<file path="config.mk">
export PLATFORM = sky130hd
export DESIGN_NAME = mxt_front
export DESIGN_NICKNAME = d
export VERILOG_FILES = /design/src/hw/rtl/mxt_pkg.sv /design/src/hw/rtl/mxt_front.sv
export SDC_FILE = /design/constraint.sdc
export NUM_CORES = 1
export LEC_CHECK = 0
export ABC_AREA = 1
export BUFFER_PORTS_ARGS = -buffer_cell sky130_fd_sc_hd__buf_2
export CORE_MARGIN = 2
export CORE_UTILIZATION = 45
export CTS_BUF_LIST = sky130_fd_sc_hd__clkbuf_8
export CTS_CLUSTER_DIAMETER = 200
export CTS_CLUSTER_SIZE = 24
export DETAILED_ROUTE_END_ITERATION = 8
export PLACE_DENSITY = 0.69
export SLEW_MARGIN = 20
export SYNTH_ARGS = -nofsm -noshare
export SYNTH_HDL_FRONTEND = slang
export SYNTH_SLANG_ARGS = --single-unit
</file>
<file path="constraint.sdc">
create_clock -name clock -period 4.28 [get_ports clock]
set_clock_uncertainty 0.1 [all_clocks]
set_input_delay 0.642 -clock clock [delete_from_list [all_inputs] [get_ports clock]]
set_output_delay 0.642 -clock clock [all_outputs]
set_load 0.03 [all_outputs]
</file>
<file path="src/hw/rtl/mxt_pkg.sv">
package mxt_pkg;

   localparam int FUNC_W = 2;
   localparam int OPND_W = 30;

   localparam int QDEPTH = 2;
   localparam int QPTR_W = 1;
   localparam int QCNT_W = 2;

   typedef enum logic [FUNC_W-1:0] {
      OP_INSERT = 2'd0,
      OP_REMOVE = 2'd1,
      OP_QUERY  = 2'd2
   } op_type;

   typedef struct packed {
      op_type              op;
      logic [OPND_W-1:0]   operand;
   } cmd_type;

   typedef enum logic [2:0] {
      ST_IDLE,
      ST_CHECK,
      ST_APPLY,
      ST_QUERY,
      ST_RESULT
   } st_type;

endpackage

</file>
<file path="src/hw/rtl/mxt_front.sv">
module mxt_front import mxt_pkg::*; (
   input  logic              clock,
   input  logic              reset,
   input  logic              req_valid,
   output logic              req_ready,
   input  logic [FUNC_W-1:0] req_func,
   input  logic [OPND_W-1:0] req_operand,
   output logic              cmd_valid,
   input  logic              cmd_ready,
   output cmd_type           cmd
);

   cmd_type            q_ff [QDEPTH];
   logic [QPTR_W-1:0]  wr_ptr_ff, wr_ptr_in;
   logic [QPTR_W-1:0]  rd_ptr_ff, rd_ptr_in;
   logic [QCNT_W-1:0]  count_ff, count_in;
   logic               keep;
   logic               push;
   logic               pop;

   // unknown function codes are taken and dropped
   always_comb begin
      case (req_func)
         OP_INSERT, OP_REMOVE, OP_QUERY: keep = 1'b1;
         default:                        keep = 1'b0;
      endcase
   end

   assign req_ready = (count_ff != QCNT_W'(QDEPTH));
   assign push      = req_valid && req_ready && keep;
   assign cmd_valid = (count_ff != '0);
   assign pop       = cmd_valid && cmd_ready;
   assign cmd       = q_ff[rd_ptr_ff];

   always_comb begin
      wr_ptr_in = push ? wr_ptr_ff + QPTR_W'(1) : wr_ptr_ff;
      rd_ptr_in = pop ? rd_ptr_ff + QPTR_W'(1) : rd_ptr_ff;
      count_in  = count_ff;
      if (push && !pop) begin
         count_in = count_ff + QCNT_W'(1);
      end else if (pop && !push) begin
         count_in = count_ff - QCNT_W'(1);
      end
   end

   always_ff @(posedge clock) begin
      if (reset) begin
         wr_ptr_ff <= '0;
         rd_ptr_ff <= '0;
         count_ff  <= '0;
      end else begin
         wr_ptr_ff <= wr_ptr_in;
         rd_ptr_ff <= rd_ptr_in;
         count_ff  <= count_in;
      end
   end

   always_ff @(posedge clock) begin
      if (push) begin
         q_ff[wr_ptr_ff] <= '{op: op_type'(req_func), operand: req_operand};
      end
   end

endmodule

</file>
After elaboration in Yosys (flattened, before gate mapping)
Memories as Yosys holds them, arrays and structs flattened. A register that Yosys moved wholly into a read port is not among the register bits. Index checks and enable logic that the tools add are counted.

Add/sub/neg operators: 4. Equal/unequal tests: 3. Multiplexer cells: 7. Reduce and logical (&&, ||, !) cells: 11.

Operators with widths (number): $logic_and A1 B1 Y1 (5); $mux W1 (5); $mux W2 (2); $reduce_bool A2 Y1 (2); $reduce_or A3 Y1 (1); $add A1 B1 Y1 const B (2); $add A2 B1 Y2 const B (1); $eq A2 B1 Y1 const B (1); $eq A2 B2 Y1 const B (1); $logic_not A1 Y1 (2); $logic_not A2 Y1 (1); $ne A2 B2 Y1 const B (1); $sub A2 B1 Y2 const B (1).

Register bits after elaboration: 4. Memory bits (writable): 64. Bits of input ports: 36. Word-level logic and storage cells: 29. Memories: 1.

Memory list: q_ff (words 2, width 32, read ports 1, clocked after Yosys merged registers in 1, write ports 1, RTL line mxt_front.sv:13) `cmd_type q_ff [QDEPTH];`.

Logic depth before layout (Yosys ltp)
Depth in word-level cells: 8. Depth in mapped cells: 10.

Least setup slack after synthesis
OpenSTA, ideal clock, no wires.

Path kind: input to register. Start point: input req_func[0]. End point: memory q_ff[0][0] (netlist bit) (enable). Arrival: 2.950 ns. Path slack: 0.769 ns. Cell stages on the path: 3. Path through: nand2_1 > nand2_1 > nor3_1.

Cells in the longest elaborated chain, start to end: 6.

Ends and longest elaborated chain: start: declaration (RTL line mxt_front.sv:6) `input logic [FUNC_W-1:0] req_func,`; $eq A2 B1 Y1 (tied with other cells) (RTL line mxt_front.sv:23) `case (req_func)`; $reduce_or A3 Y1 * (RTL line mxt_front.sv:23); $mux W1 * (RTL line mxt_front.sv:23); $logic_and A1 B1 Y1 * (RTL line mxt_front.sv:30) `assign push = req_valid && req_ready && keep;`; $mux W1 * (RTL line mxt_front.sv:59) `if (push) begin`; $mux W1 (not written as such) * (RTL line mxt_front.sv:60) `q_ff[wr_ptr_ff] <= '{op: op_type'(req_func), operand: req_operand};`; end: declaration (RTL line mxt_front.sv:13).

Every way passes the cells marked *; elsewhere a longest branch is shown, timed or not.

==> impl_metrics.tcl <==
set metrics [dict create \
    status "complete, no violations" \
    final_common_cell "buf_2" \
    overflow 0 \
    hold_viol 0 \
    cts_buffer_depth 2 \
    dpl_worst_slack_ps 1900 \
    cp_max_fo 32 \
    max_cap_violations 0 \
    track_usage 0.132 \
    syn-cell-area_sq_um 2710 \
    viasPerCell 4.58 \
    ff2ff_path_depth 6 \
    hold-worst-slack_ps 408 \
    setup_violations 0 \
    core-area_sq_um 5890 \
    timing.rr.end "q_ff[1][2]$_DFFE_PP_" \
    grt_pass1_vias 1303 \
    initial_core_util 0.461 \
    drc 0 \
    synth.area.top_cells "edfxtp_1 (71%), mux2_4 (17%), dfxtp_1 (3.7%), buf_12 (2.2%), nand2_1 (1.5%)" \
    cts-hold-fix-buffers 0 \
    timing.slew.headroom 0.294 \
    synth_top_cell_by_area "edfxtp_1" \
    finalCriticalPeriod_ps 2690 \
    fin_area_sq_um 3310 \
    syn-num-nets 176 \
    area_growth_syn_to_layout_pct 22.0 \
    fin_cells 297 \
    antenna_found_initial 0 \
    wl_mm 4.23 \
    htree_levels 3 \
    synth_area_per_cell_sq_um 19.5 \
    worst-path-buf-inv 1 \
    period_share 0.630 \
    reg2reg_slack_ps 2640 \
    fin_nets 254 \
    clock-root-buffer "clkbuf_8" \
    synth_seq_cells 69 \
    dpl.hpwl_mm 2.84 \
    worstReg2RegStart "count_ff[1]$_SDFFE_PP0P_" \
    path_cells "mux2_2, buf_2" \
    worstSetupEndpoint "cmd[18]" \
    gp_congestion 0.688 \
    first_iter_violations 63 \
    cts_setup_buffers 0 \
    totalPowerFinal_mw 1.97 \
    io_buffers 69 \
    antennaDiodeCount 0 \
    worstMarginPinSlew_ps 1060 \
    cts_sinks 69 \
    dr.pass1.iters 2 \
    fin_util 0.562 \
    synthDistinctLibCells 15 \
    cts_resized 0 \
    ant_nets 0 \
    dieArea_sq_um 6670 \
    critPathLaunchType "register" \
    syn-instance-count 139 \
    yosysSeqAreaShare 0.745 \
    synth_top_flop_cell "edfxtp_1" \
    path_clk_slew_ps 70 \
    ioPinCount 70 \
    cp_slowest_cell "dfxtp_2" \
    drive_above_1_share 0.536 \
    vias 1360 \
    place_inst 281 \
    fp.dieH_microns 81.6 \
    synth_top_area_share 0.708 \
    p_leak_nw 1.35 \
    fmax_ghz 0.371 \
    crit_arrival_ps 1950 \
    grt_max_degree 33 \
    crit_type "reg -> out" \
    numCtsBuffers 9 \
    synthArstFlopShare 0 \
    postPlaceCellArea_sq_um 3100 \
    grt_pass1_wl_mm 6.21 \
    grt_setup_unrepaired "no" \
    wl_per_cell_microns 14.3 \
    ir_drop_uv 288 \
    crit_family "flip-flops" \
    clock_latency_ps 320 \
    path_depth 2 \
    synth_edf_count 64 \
    row_count 28 \
    yosys_warnings 0 \
    drv_slew 0 \
    required_ps 3540 \
    tritoncts "built" \
    fin_setup_tns_ps 0 \
    hold_path_class "in -> reg" \
    cellPowerDensity_nw_per_um2 595 \
    final_cell_mix "buf_2 (69), edfxtp_1 (64), mux2_4 (30)" \
    crit_path_max_incr_delay_ps 1030 \
    worst_hold_path.num_cells 1 \
    layout_setup_ws_ps 1590 \
    critPathCaptureType "primary output" \
    die_w_microns 81.6 \
]
[report_power, final]
part	internal [mW]	switching [mW]	total, mW
clock	0.321	0.217	0.538
sequential	0.829	0.0670	0.896
combinational	0.223	0.313	0.536
total	1.37	0.597	1.97
[cells in the mapped netlist, types with 2 or more instances]
master / n
nor2_1: 7
inv_1: 8
edfxtp_1: 64
buf_12: 3
nand3_1: 2
mux2_4: 30
dfxtp_1: 5
a21oi_1: 2
nand2_1: 11
mux2_2: 2
[cell families after synthesis]
kind of cell / count (synthesis) / synth area share
compound gates: 3 / 0.00553
fa+ha+maj: 1 / 0.00461
buf+inv: 12 / 0.0374
flops: 69 / 0.745
mux: 32 / 0.174
simple gates: 22 / 0.0328
[state kept, by name, summed over array words and instances (netlist names), named ones only]
signal,cells
wr_ptr_ff,1
rd_ptr_ff,1
count_ff,2
q_ff,64
[routing by layer]
layer	GRT usage	wire length (microns)	up-vias
met1	0.162	1720	647
met2	0.202	2150	41
li1	-	-	670
met5	0	0	-
met4	0.0600	27	0
met3	0.0571	334	2
[worst register-to-register path, stage by stage (launching register included)]
cell	delay, ps
dfxtp_1	310
inv_1	80
nor2_1	80
nor2_1	190
nand2_1	90
inv_1	60
buf_4	370
[area by class of cell]
cell class	count	area (sq um)
repair buffers	71	360
clock inverters	7	82.6
flip-flops and latches	69	2020
inverters	8	30.0
clock buffers	9	124
well taps	75	93.8
multi-input cells	58	594
fillers	489	2580
[worst min-delay path by stage]
| stage | from | to | slack, ps |
|---|---|---|---|
| floorplan | rd_ptr_ff$_SDFFE_PP0P_ | register | 360 |
| global placement | rd_ptr_ff$_SDFFE_PP0P_ | rd_ptr_ff$_SDFFE_PP0P_ | 380 |
| detailed placement | rd_ptr_ff$_SDFFE_PP0P_ | register | 400 |
| CTS | req_operand[18] | q_ff[0][18]$_DFFE_PP_ | 390 |
| global route | req_operand[16] | q_ff[0][16]$_DFFE_PP_ | 380 |
| finish | req_operand[18] | q_ff[1][18]$_DFFE_PP_ | 410 |
(Power assumes the default switching activity.)
