$ cat src/hw/rtl/mxt_pkg.sv
package mxt_pkg;

   localparam int FUNC_W = 2;
   localparam int OPND_W = 30;

   localparam int QDEPTH = 2;
   localparam int QPTR_W = 1;
   localparam int QCNT_W = 2;

   typedef enum logic [FUNC_W-1:0] {
      OP_INSERT = 2'd0,
      OP_REMOVE = 2'd1,
      OP_QUERY  = 2'd2
   } op_type;

   typedef struct packed {
      op_type              op;
      logic [OPND_W-1:0]   operand;
   } cmd_type;

   typedef enum logic [2:0] {
      ST_IDLE,
      ST_CHECK,
      ST_APPLY,
      ST_QUERY,
      ST_RESULT
   } st_type;

endpackage

$ cat src/hw/rtl/mxt_back.sv
module mxt_back import mxt_pkg::*; #(
   parameter int VALUE_BITS = 30,
   parameter int NODE_COUNT = 8192,
   parameter int COUNT_BITS = 9,
   localparam int IDX_W  = $clog2(NODE_COUNT),
   localparam int NODE_W = COUNT_BITS + 2 * IDX_W
) (
   input  logic              clock,
   input  logic              reset,
   input  logic              cmd_valid,
   output logic              cmd_ready,
   input  cmd_type           cmd,
   output logic              ram_wr_en,
   output logic [IDX_W-1:0]  ram_wr_addr,
   output logic [NODE_W-1:0] ram_wr_data,
   output logic              ram_rd_en,
   output logic [IDX_W-1:0]  ram_rd_addr_a,
   output logic [IDX_W-1:0]  ram_rd_addr_b,
   input  logic [NODE_W-1:0] ram_rd_data_a,
   input  logic [NODE_W-1:0] ram_rd_data_b,
   output logic              rsp_valid,
   input  logic              rsp_ready,
   output logic [OPND_W-1:0] rsp_max_xor
);

   localparam int NF_W  = $clog2(NODE_COUNT + 1);
   localparam int REM_W = $clog2(VALUE_BITS + 1);

   typedef struct packed {
      logic [COUNT_BITS-1:0] cnt;
      logic [IDX_W-1:0]      kid1;
      logic [IDX_W-1:0]      kid0;
   } node_type;

   localparam logic [COUNT_BITS-1:0] CNT_MAX = '1;

   st_type                 state_ff, state_in;
   op_type                 op_ff, op_in;
   logic [VALUE_BITS-1:0]  val_ff, val_in;
   logic [VALUE_BITS-1:0]  sh_ff, sh_in;
   logic [REM_W-1:0]       rem_ff, rem_in;
   logic [IDX_W-1:0]       cur_ff, cur_in;
   logic                   at_root_ff, at_root_in;
   logic                   fresh_ff, fresh_in;
   logic                   dead_ff, dead_in;
   logic [VALUE_BITS-1:0]  best_ff, best_in;
   logic [IDX_W-1:0]       l0_ff, l0_in;
   logic [IDX_W-1:0]       l1_ff, l1_in;
   node_type               root_ff, root_in;
   logic [NF_W-1:0]        free_ff, free_in;
   logic                   rsp_valid_ff, rsp_valid_in;
   logic [OPND_W-1:0]      rsp_data_ff, rsp_data_in;

   node_type               rd_a, rd_b, node, upd, nxt;
   logic [VALUE_BITS-1:0]  cmd_val;
   logic                   bit_now;
   logic [IDX_W-1:0]       kid;
   logic                   alloc;
   logic [IDX_W-1:0]       kid_use;
   logic [REM_W-1:0]       need;
   logic                   fit;
   logic                   p0, p1, p_opp, p_same;
   logic [VALUE_BITS-1:0]  best_new;

   assign rd_a     = node_type'(ram_rd_data_a);
   assign rd_b     = node_type'(ram_rd_data_b);
   assign cmd_val  = VALUE_BITS'(cmd.operand);
   assign node     = at_root_ff ? root_ff : (fresh_ff ? node_type'('0) : rd_a);
   assign bit_now  = sh_ff[VALUE_BITS-1];
   assign kid      = bit_now ? node.kid1 : node.kid0;
   assign alloc    = (op_ff == OP_INSERT) && (kid == '0);
   assign kid_use  = alloc ? free_ff[IDX_W-1:0] : kid;
   assign need     = (kid == '0) ? rem_ff : '0;
   assign fit      = ({1'b0, free_ff} + (NF_W + 1)'(need)) <= (NF_W + 1)'(NODE_COUNT);

   // query: presence of both children of the current node
   assign p0       = (l0_ff != '0) && (rd_a.cnt != '0);
   assign p1       = (l1_ff != '0) && (rd_b.cnt != '0);
   assign p_opp    = bit_now ? p0 : p1;
   assign p_same   = bit_now ? p1 : p0;
   assign nxt      = (p_opp ^ bit_now) ? rd_b : rd_a;
   assign best_new = (best_ff << 1) | VALUE_BITS'(!dead_ff && p_opp);

   always_comb begin
      upd = node;
      if (op_ff == OP_INSERT) begin
         upd.cnt = (node.cnt == CNT_MAX) ? node.cnt : node.cnt + COUNT_BITS'(1);
         if (alloc && rem_ff != '0) begin
            if (bit_now) begin
               upd.kid1 = kid_use;
            end else begin
               upd.kid0 = kid_use;
            end
         end
      end else begin
         upd.cnt = node.cnt - COUNT_BITS'(1);
      end
   end

   assign cmd_ready = (state_ff == ST_IDLE);

   always_comb begin
      state_in      = state_ff;
      op_in         = op_ff;
      val_in        = val_ff;
      sh_in         = sh_ff;
      rem_in        = rem_ff;
      cur_in        = cur_ff;
      at_root_in    = at_root_ff;
      fresh_in      = fresh_ff;
      dead_in       = dead_ff;
      best_in       = best_ff;
      l0_in         = l0_ff;
      l1_in         = l1_ff;
      root_in       = root_ff;
      free_in       = free_ff;
      rsp_valid_in  = rsp_valid_ff && !rsp_ready;
      rsp_data_in   = rsp_data_ff;
      ram_wr_en     = 1'b0;
      ram_wr_addr   = cur_ff;
      ram_wr_data   = NODE_W'(upd);
      ram_rd_en     = 1'b0;
      ram_rd_addr_a = kid;
      ram_rd_addr_b = '0;

      case (state_ff)
         ST_IDLE: begin
            if (cmd_valid) begin
               op_in      = cmd.op;
               val_in     = cmd_val;
               sh_in      = cmd_val;
               rem_in     = REM_W'(VALUE_BITS);
               at_root_in = 1'b1;
               fresh_in   = 1'b0;
               dead_in    = 1'b0;
               best_in    = '0;
               if (cmd.op == OP_QUERY) begin
                  ram_rd_en     = 1'b1;
                  ram_rd_addr_a = root_ff.kid0;
                  ram_rd_addr_b = root_ff.kid1;
                  l0_in         = root_ff.kid0;
                  l1_in         = root_ff.kid1;
                  state_in      = ST_QUERY;
               end else begin
                  state_in = ST_CHECK;
               end
            end
         end

         // first walk: find where the path ends and whether the word may proceed
         ST_CHECK: begin
            if (op_ff == OP_INSERT) begin
               if (rem_ff == '0 || kid == '0) begin
                  state_in = fit ? ST_APPLY : ST_IDLE;
               end
            end else if (node.cnt == '0 || (rem_ff != '0 && kid == '0)) begin
               state_in = ST_IDLE;
            end else if (rem_ff == '0) begin
               state_in = ST_APPLY;
            end
            if (state_in == ST_CHECK) begin
               ram_rd_en  = 1'b1;
               cur_in     = kid;
               at_root_in = 1'b0;
               fresh_in   = 1'b0;
               rem_in     = rem_ff - REM_W'(1);
               sh_in      = sh_ff << 1;
            end else if (state_in == ST_APPLY) begin
               rem_in     = REM_W'(VALUE_BITS);
               sh_in      = val_ff;
               at_root_in = 1'b1;
               fresh_in   = 1'b0;
            end
         end

         // second walk: update every node on the path
         ST_APPLY: begin
            if (at_root_ff) begin
               root_in = upd;
            end else begin
               ram_wr_en = 1'b1;
            end
            if (rem_ff == '0) begin
               state_in = ST_IDLE;
            end else begin
               ram_rd_en     = !alloc;
               ram_rd_addr_a = kid;
               cur_in        = kid_use;
               at_root_in    = 1'b0;
               fresh_in      = alloc;
               rem_in        = rem_ff - REM_W'(1);
               sh_in         = sh_ff << 1;
               if (alloc) begin
                  free_in = free_ff + NF_W'(1);
               end
            end
         end

         ST_QUERY: begin
            dead_in       = dead_ff || (!p_opp && !p_same);
            ram_rd_en     = !dead_in;
            ram_rd_addr_a = nxt.kid0;
            ram_rd_addr_b = nxt.kid1;
            l0_in         = nxt.kid0;
            l1_in         = nxt.kid1;
            sh_in         = sh_ff << 1;
            rem_in        = rem_ff - REM_W'(1);
            if (rem_ff == REM_W'(1)) begin
               best_in  = (best_new > val_ff) ? best_new : val_ff;
               state_in = ST_RESULT;
            end else begin
               best_in = best_new;
            end
         end

         ST_RESULT: begin
            if (!rsp_valid_ff || rsp_ready) begin
               rsp_valid_in = 1'b1;
               rsp_data_in  = OPND_W'(best_ff);
               state_in     = ST_IDLE;
            end
         end

         default: begin
            state_in = ST_IDLE;
         end
      endcase
   end

   always_ff @(posedge clock) begin
      if (reset) begin
         state_ff     <= ST_IDLE;
         root_ff      <= '0;
         free_ff      <= NF_W'(1);
         rsp_valid_ff <= 1'b0;
      end else begin
         state_ff     <= state_in;
         root_ff      <= root_in;
         free_ff      <= free_in;
         rsp_valid_ff <= rsp_valid_in;
      end
   end

   always_ff @(posedge clock) begin
      op_ff       <= op_in;
      val_ff      <= val_in;
      sh_ff       <= sh_in;
      rem_ff      <= rem_in;
      cur_ff      <= cur_in;
      at_root_ff  <= at_root_in;
      fresh_ff    <= fresh_in;
      dead_ff     <= dead_in;
      best_ff     <= best_in;
      l0_ff       <= l0_in;
      l1_ff       <= l1_in;
      rsp_data_ff <= rsp_data_in;
   end

   assign rsp_valid   = rsp_valid_ff;
   assign rsp_max_xor = rsp_data_ff;

endmodule

$ cat config.mk
export PLATFORM = sky130hd
export DESIGN_NAME = mxt_back
export DESIGN_NICKNAME = d
export VERILOG_FILES = /design/src/hw/rtl/mxt_pkg.sv /design/src/hw/rtl/mxt_back.sv
export SDC_FILE = /design/constraint.sdc
export NUM_CORES = 1
export LEC_CHECK = 0
export ABC_CLOCK_PERIOD_IN_PS = 7850
export BUFFER_PORTS_ARGS = -buffer_cell sky130_fd_sc_hd__buf_2
export CAP_MARGIN = 20
export CORE_MARGIN = 2
export CORE_UTILIZATION = 40
export CTS_CLUSTER_DIAMETER = 80
export CTS_CLUSTER_SIZE = 28
export DETAILED_ROUTE_END_ITERATION = 8
export SETUP_SLACK_MARGIN = 0.05
export SYNTH_ARGS = -nofsm -noshare
export SYNTH_HDL_FRONTEND = slang
export SYNTH_SLANG_ARGS = --single-unit
$ cat constraint.sdc
create_clock -name clock -period 7.85 [get_ports clock]
set_input_delay 1.57 -clock clock [delete_from_list [all_inputs] [get_ports clock]]
set_output_delay 1.57 -clock clock [all_outputs]
set_load 0.02 [all_outputs]
## Word-level counts from Yosys, hierarchy flattened

Index checks and enable logic that the tools add are counted.

| cells by class | value |
|---|---|
| add/sub/neg operators | 5 |
| order comparisons | 2 |
| eq/ne operators | 17 |
| muxes and demuxes | 75 |
| bitwise gates (word level) | 3 |
| reduce and logical (&&, ||, !) cells | 43 |

Operator list:

| kind | count |
|---|---|
| 30-bit 2-to-1 mux | 7 |
| 13-bit 2-to-1 mux | 14 |
| 13-bit one-hot mux with 2 select lines | 5 |
| 30-bit one-hot mux with 4 select lines | 1 |
| 26-bit 2-to-1 mux | 3 |
| 35-bit 2-to-1 mux | 2 |
| 30-bit one-hot mux with 2 select lines | 1 |
| 30-bit greater-than comparator | 1 |
| 30-bit by 1-bit OR with 30-bit output | 1 |
| 3-bit 2-to-1 mux | 9 |
| 13-bit nonzero test | 2 |
| 5-bit 2-to-1 mux | 5 |
| 5-bit one-hot mux with 4 select lines | 1 |
| 1-bit 2-to-1 mux | 18 |
| 9-bit 2-to-1 mux | 2 |
| 9-bit nonzero test | 2 |
| 14-bit by 5-bit adder with 15-bit output | 1 |
| 15-bit by 14-bit <= comparator with 1-bit output, second input constant | 1 |
| 3-bit one-hot mux with 5 select lines | 1 |
| 14-bit by 1-bit adder with 14-bit output, second input constant | 1 |
| 13-bit zero test | 1 |
| 2-bit != test, second input constant | 6 |
| 4-bit AND reduction | 3 |
| 9-bit by 1-bit adder with 9-bit output, second input constant | 1 |
| other kinds (29) | 56 |

| word-level totals | value |
|---|---|
| register bits | 222 |
| input port bits | 106 |
| output and inout port bits | 108 |

## Depth between registers and ports, before layout

| depth | value |
|---|---|
| word-level depth | 15 |
| depth in mapped cells | 18 |
| gate-level depth less buffers | 14 |

## Least setup slack after synthesis

OpenSTA, ideal clock, no wires.

| timing path | value |
|---|---|
| kind | input -> register |
| start | input port ram_rd_data_a[7] |
| end | register rem_ff[0], enable pin |
| library setup time | 0.398 ns |
| data arrival time | 5.842 ns |
| path slack | 1.609 ns |
| stages on the path | 15 |
| buffers on the path | 1 |
| cell sequence | or3b_2 nand4_1 nor4_1 a21oi_2 clkbuf_1 nor4_1 ha_1 fa_1 a21o_1 a221o_1 mux2i_1 a2111oi_0 nand4_1 a31oi_1 o41a_1 |

| on the way | value |
|---|---|
| word-level cells in the longest chain between the ends | 14 |
| elaborated cells on any way between the ends | 19 |
| classes of those cells | add/sub: 1; order compare: 1; eq/ne: 3; mux: 9; reduce/logical: 5 |

RTL lines:

| what | line | text |
|---|---|---|
| start, declared | mxt_back.sv:19 | `input logic [NODE_W-1:0] ram_rd_data_a,` |
| 35-bit 2-to-1 mux * (2 in series) | mxt_back.sv:68 | `assign node = at_root_ff ? root_ff : (fresh_ff ? node_type'('0) : rd_a);` |
| 13-bit 2-to-1 mux * | mxt_back.sv:70 | `assign kid = bit_now ? node.kid1 : node.kid0;` |
| 13-bit zero test * | mxt_back.sv:73, mxt_back.sv:153, mxt_back.sv:156 |  |
| 5-bit 2-to-1 mux | mxt_back.sv:73 | `assign need = (kid == '0) ? rem_ff : '0;` |
| 14-bit by 5-bit adder with 15-bit output | mxt_back.sv:74 | `assign fit = ({1'b0, free_ff} + (NF_W + 1)'(need)) <= (NF_W + 1)'(NODE_COUNT);` |
| 15-bit by 14-bit <= comparator with 1-bit output | mxt_back.sv:74 |  |
| 2-bit 2-to-1 mux | mxt_back.sv:154 | `state_in = fit ? ST_APPLY : ST_IDLE;` |
| 3-bit 2-to-1 mux | mxt_back.sv:153 | `if (rem_ff == '0 \|\| kid == '0) begin` |
| 3-bit 2-to-1 mux * | mxt_back.sv:152 | `if (op_ff == OP_INSERT) begin` |
| 3-bit 2-to-1 mux * | mxt_back.sv:126 | `case (state_ff)` |
| 3-bit by 1-bit == test with 1-bit output / 3-bit by 2-bit == test with 1-bit output (equally long branches) | mxt_back.sv:161, mxt_back.sv:168 |  |
| 3-bit != test (no source line) * | -- |  |
| 4-bit AND reduction (no source line) * | -- |  |
| end signal, assigned | mxt_back.sv:248 | `rem_ff <= rem_in;` |
| end, declared | mxt_back.sv:41 | `logic [REM_W-1:0] rem_ff, rem_in;` |

Every way passes the cells marked *; elsewhere a longest branch is shown, timed or not. The select of a mux whose other input is x is not followed.
A chain may end at the register's enable or synchronous reset.

## Worst setup path after layout

| timing path | value |
|---|---|
| start | register sh_ff[29] |
| end | output port ram_wr_data[6] |

| on the way | value |
|---|---|
| word-level cells in the longest chain between the ends | 7 |
| elaborated cells on any way between the ends | 8 |
| classes of those cells | mux: 5; reduce/logical: 3 |

RTL lines:

| what | line | text |
|---|---|---|
| start, declared | mxt_back.sv:40 | `logic [VALUE_BITS-1:0] sh_ff, sh_in;` |
| start signal, assigned | mxt_back.sv:247 | `sh_ff <= sh_in;` |
| 13-bit 2-to-1 mux | mxt_back.sv:70 |  |
| 13-bit zero test | mxt_back.sv:71 | `assign alloc = (op_ff == OP_INSERT) && (kid == '0);` |
| 1-bit logical AND | mxt_back.sv:71 |  |
| 13-bit 2-to-1 mux | mxt_back.sv:72 | `assign kid_use = alloc ? free_ff[IDX_W-1:0] : kid;` |
| 13-bit 2-to-1 mux | mxt_back.sv:89 | `if (bit_now) begin` |
| 26-bit 2-to-1 mux * | mxt_back.sv:88 | `if (alloc && rem_ff != '0) begin` |
| 26-bit 2-to-1 mux * | mxt_back.sv:86 | `if (op_ff == OP_INSERT) begin` |
| end, declared | mxt_back.sv:15 | `output logic [NODE_W-1:0] ram_wr_data,` |

Every way passes the cells marked *; elsewhere a longest branch is shown, timed or not.

==> impl_metrics.yaml <==
place:
  gp_congestion: 0.891
  dpl.hpwl_mm: 26.9
  io_buffers: 213
  dpl_worst_slack_ns: 1.17
routing:
  dr.first_iter.drc_count: 1175
  drc: 0
  dr_total_vias: 10394
  totalWireLength_mm: 38.1
  detail_route.wl_per_cell_um: 21.6
  dr.pass1.iters: 6
  via_per_inst: 5.91
  drtAntennaViolNets: 0
sta:
  holdWs_ns: 0.444
  tightest_slew_ns: 1.11
  rsz0062_at_grt: "false"
  tns_ns: 0
  min_period_ns: 6.65
  drv_slew: 0
  period_share_pct: 84.7
  hold_viol: 0
  skew_ns: 0.0224
  setup_slack_ns: 1.20
  fmax_mhz: 150
  final-setup-viol-count: 0
  slew_headroom_pct: 24.8
finish:
  fillers: 2838
  fin_util_pct: 47.2
  drive_above_1_share_pct: 21.0
  fin_nets: 1508
  antenna_cells_inserted: 0
  area_delta_synth_final_pct: 15.4
yosys:
  yosys-top-cells-area: "edfxtp_1 42%, dfxtp_1 8.7%, ha_1 4.1%"
  synth.yosys.warnings: 0
  ys_ff_latch: 222
  synthArstFlopShare_pct: 0
  syn_avg_cell_area_um2: 10.1
  synth-edff-count: 169
  netlist-cell-type-count: 71
  ys.flop_type: "edfxtp_1"
  syn_inst: 1202
  synth_seq_area_share_pct: 50.4
  syn_nets: 1349
  netlist_area_mm2: 0.0122
  synth_top_area_cell: "edfxtp_1"
  synth_top_area_share_pct: 41.7
outcome:
  status: "complete, no violations"
cts:
  htree_levels: 1
  clock-sinks: 222
  post-cts-setup-buffers: 0
  cts_resized: 0
  cts_tree: "done"
  cts_hold_buf: 0
  cts_max_path_buffers: 3
  clk_latency_ns: 0.50
  root_buffer: "clkbuf_16"
  cts_buffers: 14
  clk_pin_slew_ns: 0.11
grt:
  antenna_found_initial: 0
  grt_pass1_vias: 9531
  grt_remaining_overflow: 0
  grt_pass1_wl_mm: 56.6
  grt_max_degree: 70
  grt_util_all_layers_pct: 23.1
pwr:
  p_leak_uw: 0.00571
  p_comb_share_pct: 28.5
  switching_share_pct: 35.0
  cellPowerDensity_mw_per_mm2: 233
  seqPwrFrac_pct: 45.7
  peakVddDrop_mv: 0.179
  internal_power_uw: 2130
  clkPwrFrac_pct: 25.8
  switchingPower_uw: 1150
worst_setup_path:
  startpoint: "sh_ff[29]"
  setup.worst_path.end: "ram_wr_data[6]"
  cp_num_buf_inv: 3
  worstRegToRegCells: 14
  reg2reg_to: "rem_ff[0]"
  path_depth: 8
  cpMostUsedCell: "inv_1"
  crit_required_ns: 6.28
  cp_top_family: "simple AND/OR/NAND/NOR gates"
  crit_chain: "inv_1, a221oi_1, a32oi_1, nor3_1, and4_1, a222oi_1, inv_1, buf_2"
  timing.rr.start: "sh_ff[29]"
  worstSetupPathType: "reg2out"
  cp_max_fo: 26
  worstPathArrival_ns: 5.08
  rrSetupSlack_ns: 1.66
  cp_slowest_cell: "edfxtp_1"
  slowest_delay_ns: 1.03
  start_kind: "flop"
  critPathCaptureType: "primary output"
die:
  num_rows: 63
  coreArea_mm2: 0.0298
  io_pins: 214
  die_w_um: 179
  dieArea_mm2: 0.0319
  die_y_um: 179
  start_util_pct: 40.9
run:
  cap_viol_max_count: 0
min_path:
  hp-class: "reg2reg"
[cell usage after synthesis (all sizes together), types with 4 or more instances]
library cell  count
a221oi            9
nand2           106
a21boi           12
dfxtp            53
or3               5
and3             12
clkbuf           73
a21oi            62
xor2              7
or4               6
nor3b             4
and2             36
nand3b            4
a2111oi           5
xnor2            13
a22oi            31
a21o             18
ha               40
o21ai            81
nand3            23
buf              15
nor3             15
a31oi            19
nor2             79
inv              67
or3b              6
a221o            28
nor4             16
nand4            47
a222oi            9
mux2i            38
edfxtp          169
a211oi            4
and4              5
or2               8
o31ai            37
[per-stage QoR]
step	total power (uW)	instance area [um^2]	cells
2_1_floorplan	2130	12200	1202
3_3_place_gp	2440	13500	1733
3_5_place_dp	2450	13500	1734
4_1_cts	3290	14000	1758
5_1_grt	3430	14100	1759
6_report	3280	14100	1759
[final cells by class]
| type | instances | area, um^2 | area share [%] |
|---|---|---|---|
| well taps | 390 | 488 | 3.47 |
| inverters | 67 | 251 | 1.79 |
| repair buffers | 231 | 1230 | 8.74 |
| flip-flops and latches | 222 | 6140 | 43.6 |
| clock inverters | 8 | 104 | 0.739 |
| clock buffers | 16 | 400 | 2.85 |
| multi-input cells | 825 | 5450 | 38.8 |
[power by group through the flow]
stage	sequential (uW)	combinational (uW)	clock, uW
after floorplan	1500	630	0
after detailed placement	1520	925	0
after global placement	1520	920	0
after CTS	1500	930	863
final	1500	936	845
after global routing	1510	1010	904
[kinds of logic (layout without fill, tap and decap cells)]
group / Yosys count / count (layout) / share of synthesized area [%]
AO/OA/AOI/OAI: 343 / 343 / 19.5
XOR/XNOR: 20 / 20 / 1.44
adder cells (fa/ha/maj): 41 / 41 / 4.27
buffers and inverters: 155 / 322 / 5.09
flip-flops: 222 / 222 / 50.4
multiplexers: 38 / 38 / 3.12
AND/OR/NAND/NOR: 383 / 383 / 16.3
[cells in the final DEF, fill, tap and decap left out, types with 40 or more instances in the layout]
cell and count:
inv_1 67, a21oi_1 59, edfxtp_1 169, dfxtp_1 53
nand4_1 46, ha_1 40, o21ai_0 81, buf_2 213
nand2_1 105, nor2_1 75
[metal layers]
metal	global-route usage, %	vias up	wire [um]
met5	0	-	0
met4	5.35	0	769
met3	3.79	43	2830
met2	35.5	435	16900
met1	34.1	5046	17600
li1	-	4870	-
[flip-flops by register name (all words and copies together), names as in the netlist]
register     count
free_ff         14
val_ff          30
l1_ff           13
dead_ff          1
at_root_ff       1
rsp_valid        1
best_ff         30
l0_ff           13
fresh_ff         1
rsp_max_xor     30
ram_wr_addr     13
state_ff         3
root_ff         35
sh_ff           30
op_ff            2
rem_ff           5
[worst min path at each step]
stage,from,end,slack [ns],depth (start not counted)
4_1_cts,best_ff[29],rsp_max_xor[29],0.44,0
3_5_place_dp,best_ff[29],rsp_max_xor[29],0.42,0
3_3_place_gp,best_ff[29],rsp_max_xor[29],0.41,0
5_1_grt,best_ff[29],rsp_max_xor[29],0.46,0
6_report,best_ff[29],rsp_max_xor[29],0.44,0
2_1_floorplan,best_ff[29],rsp_max_xor[29],0.40,0
(Power assumes the default switching activity.)
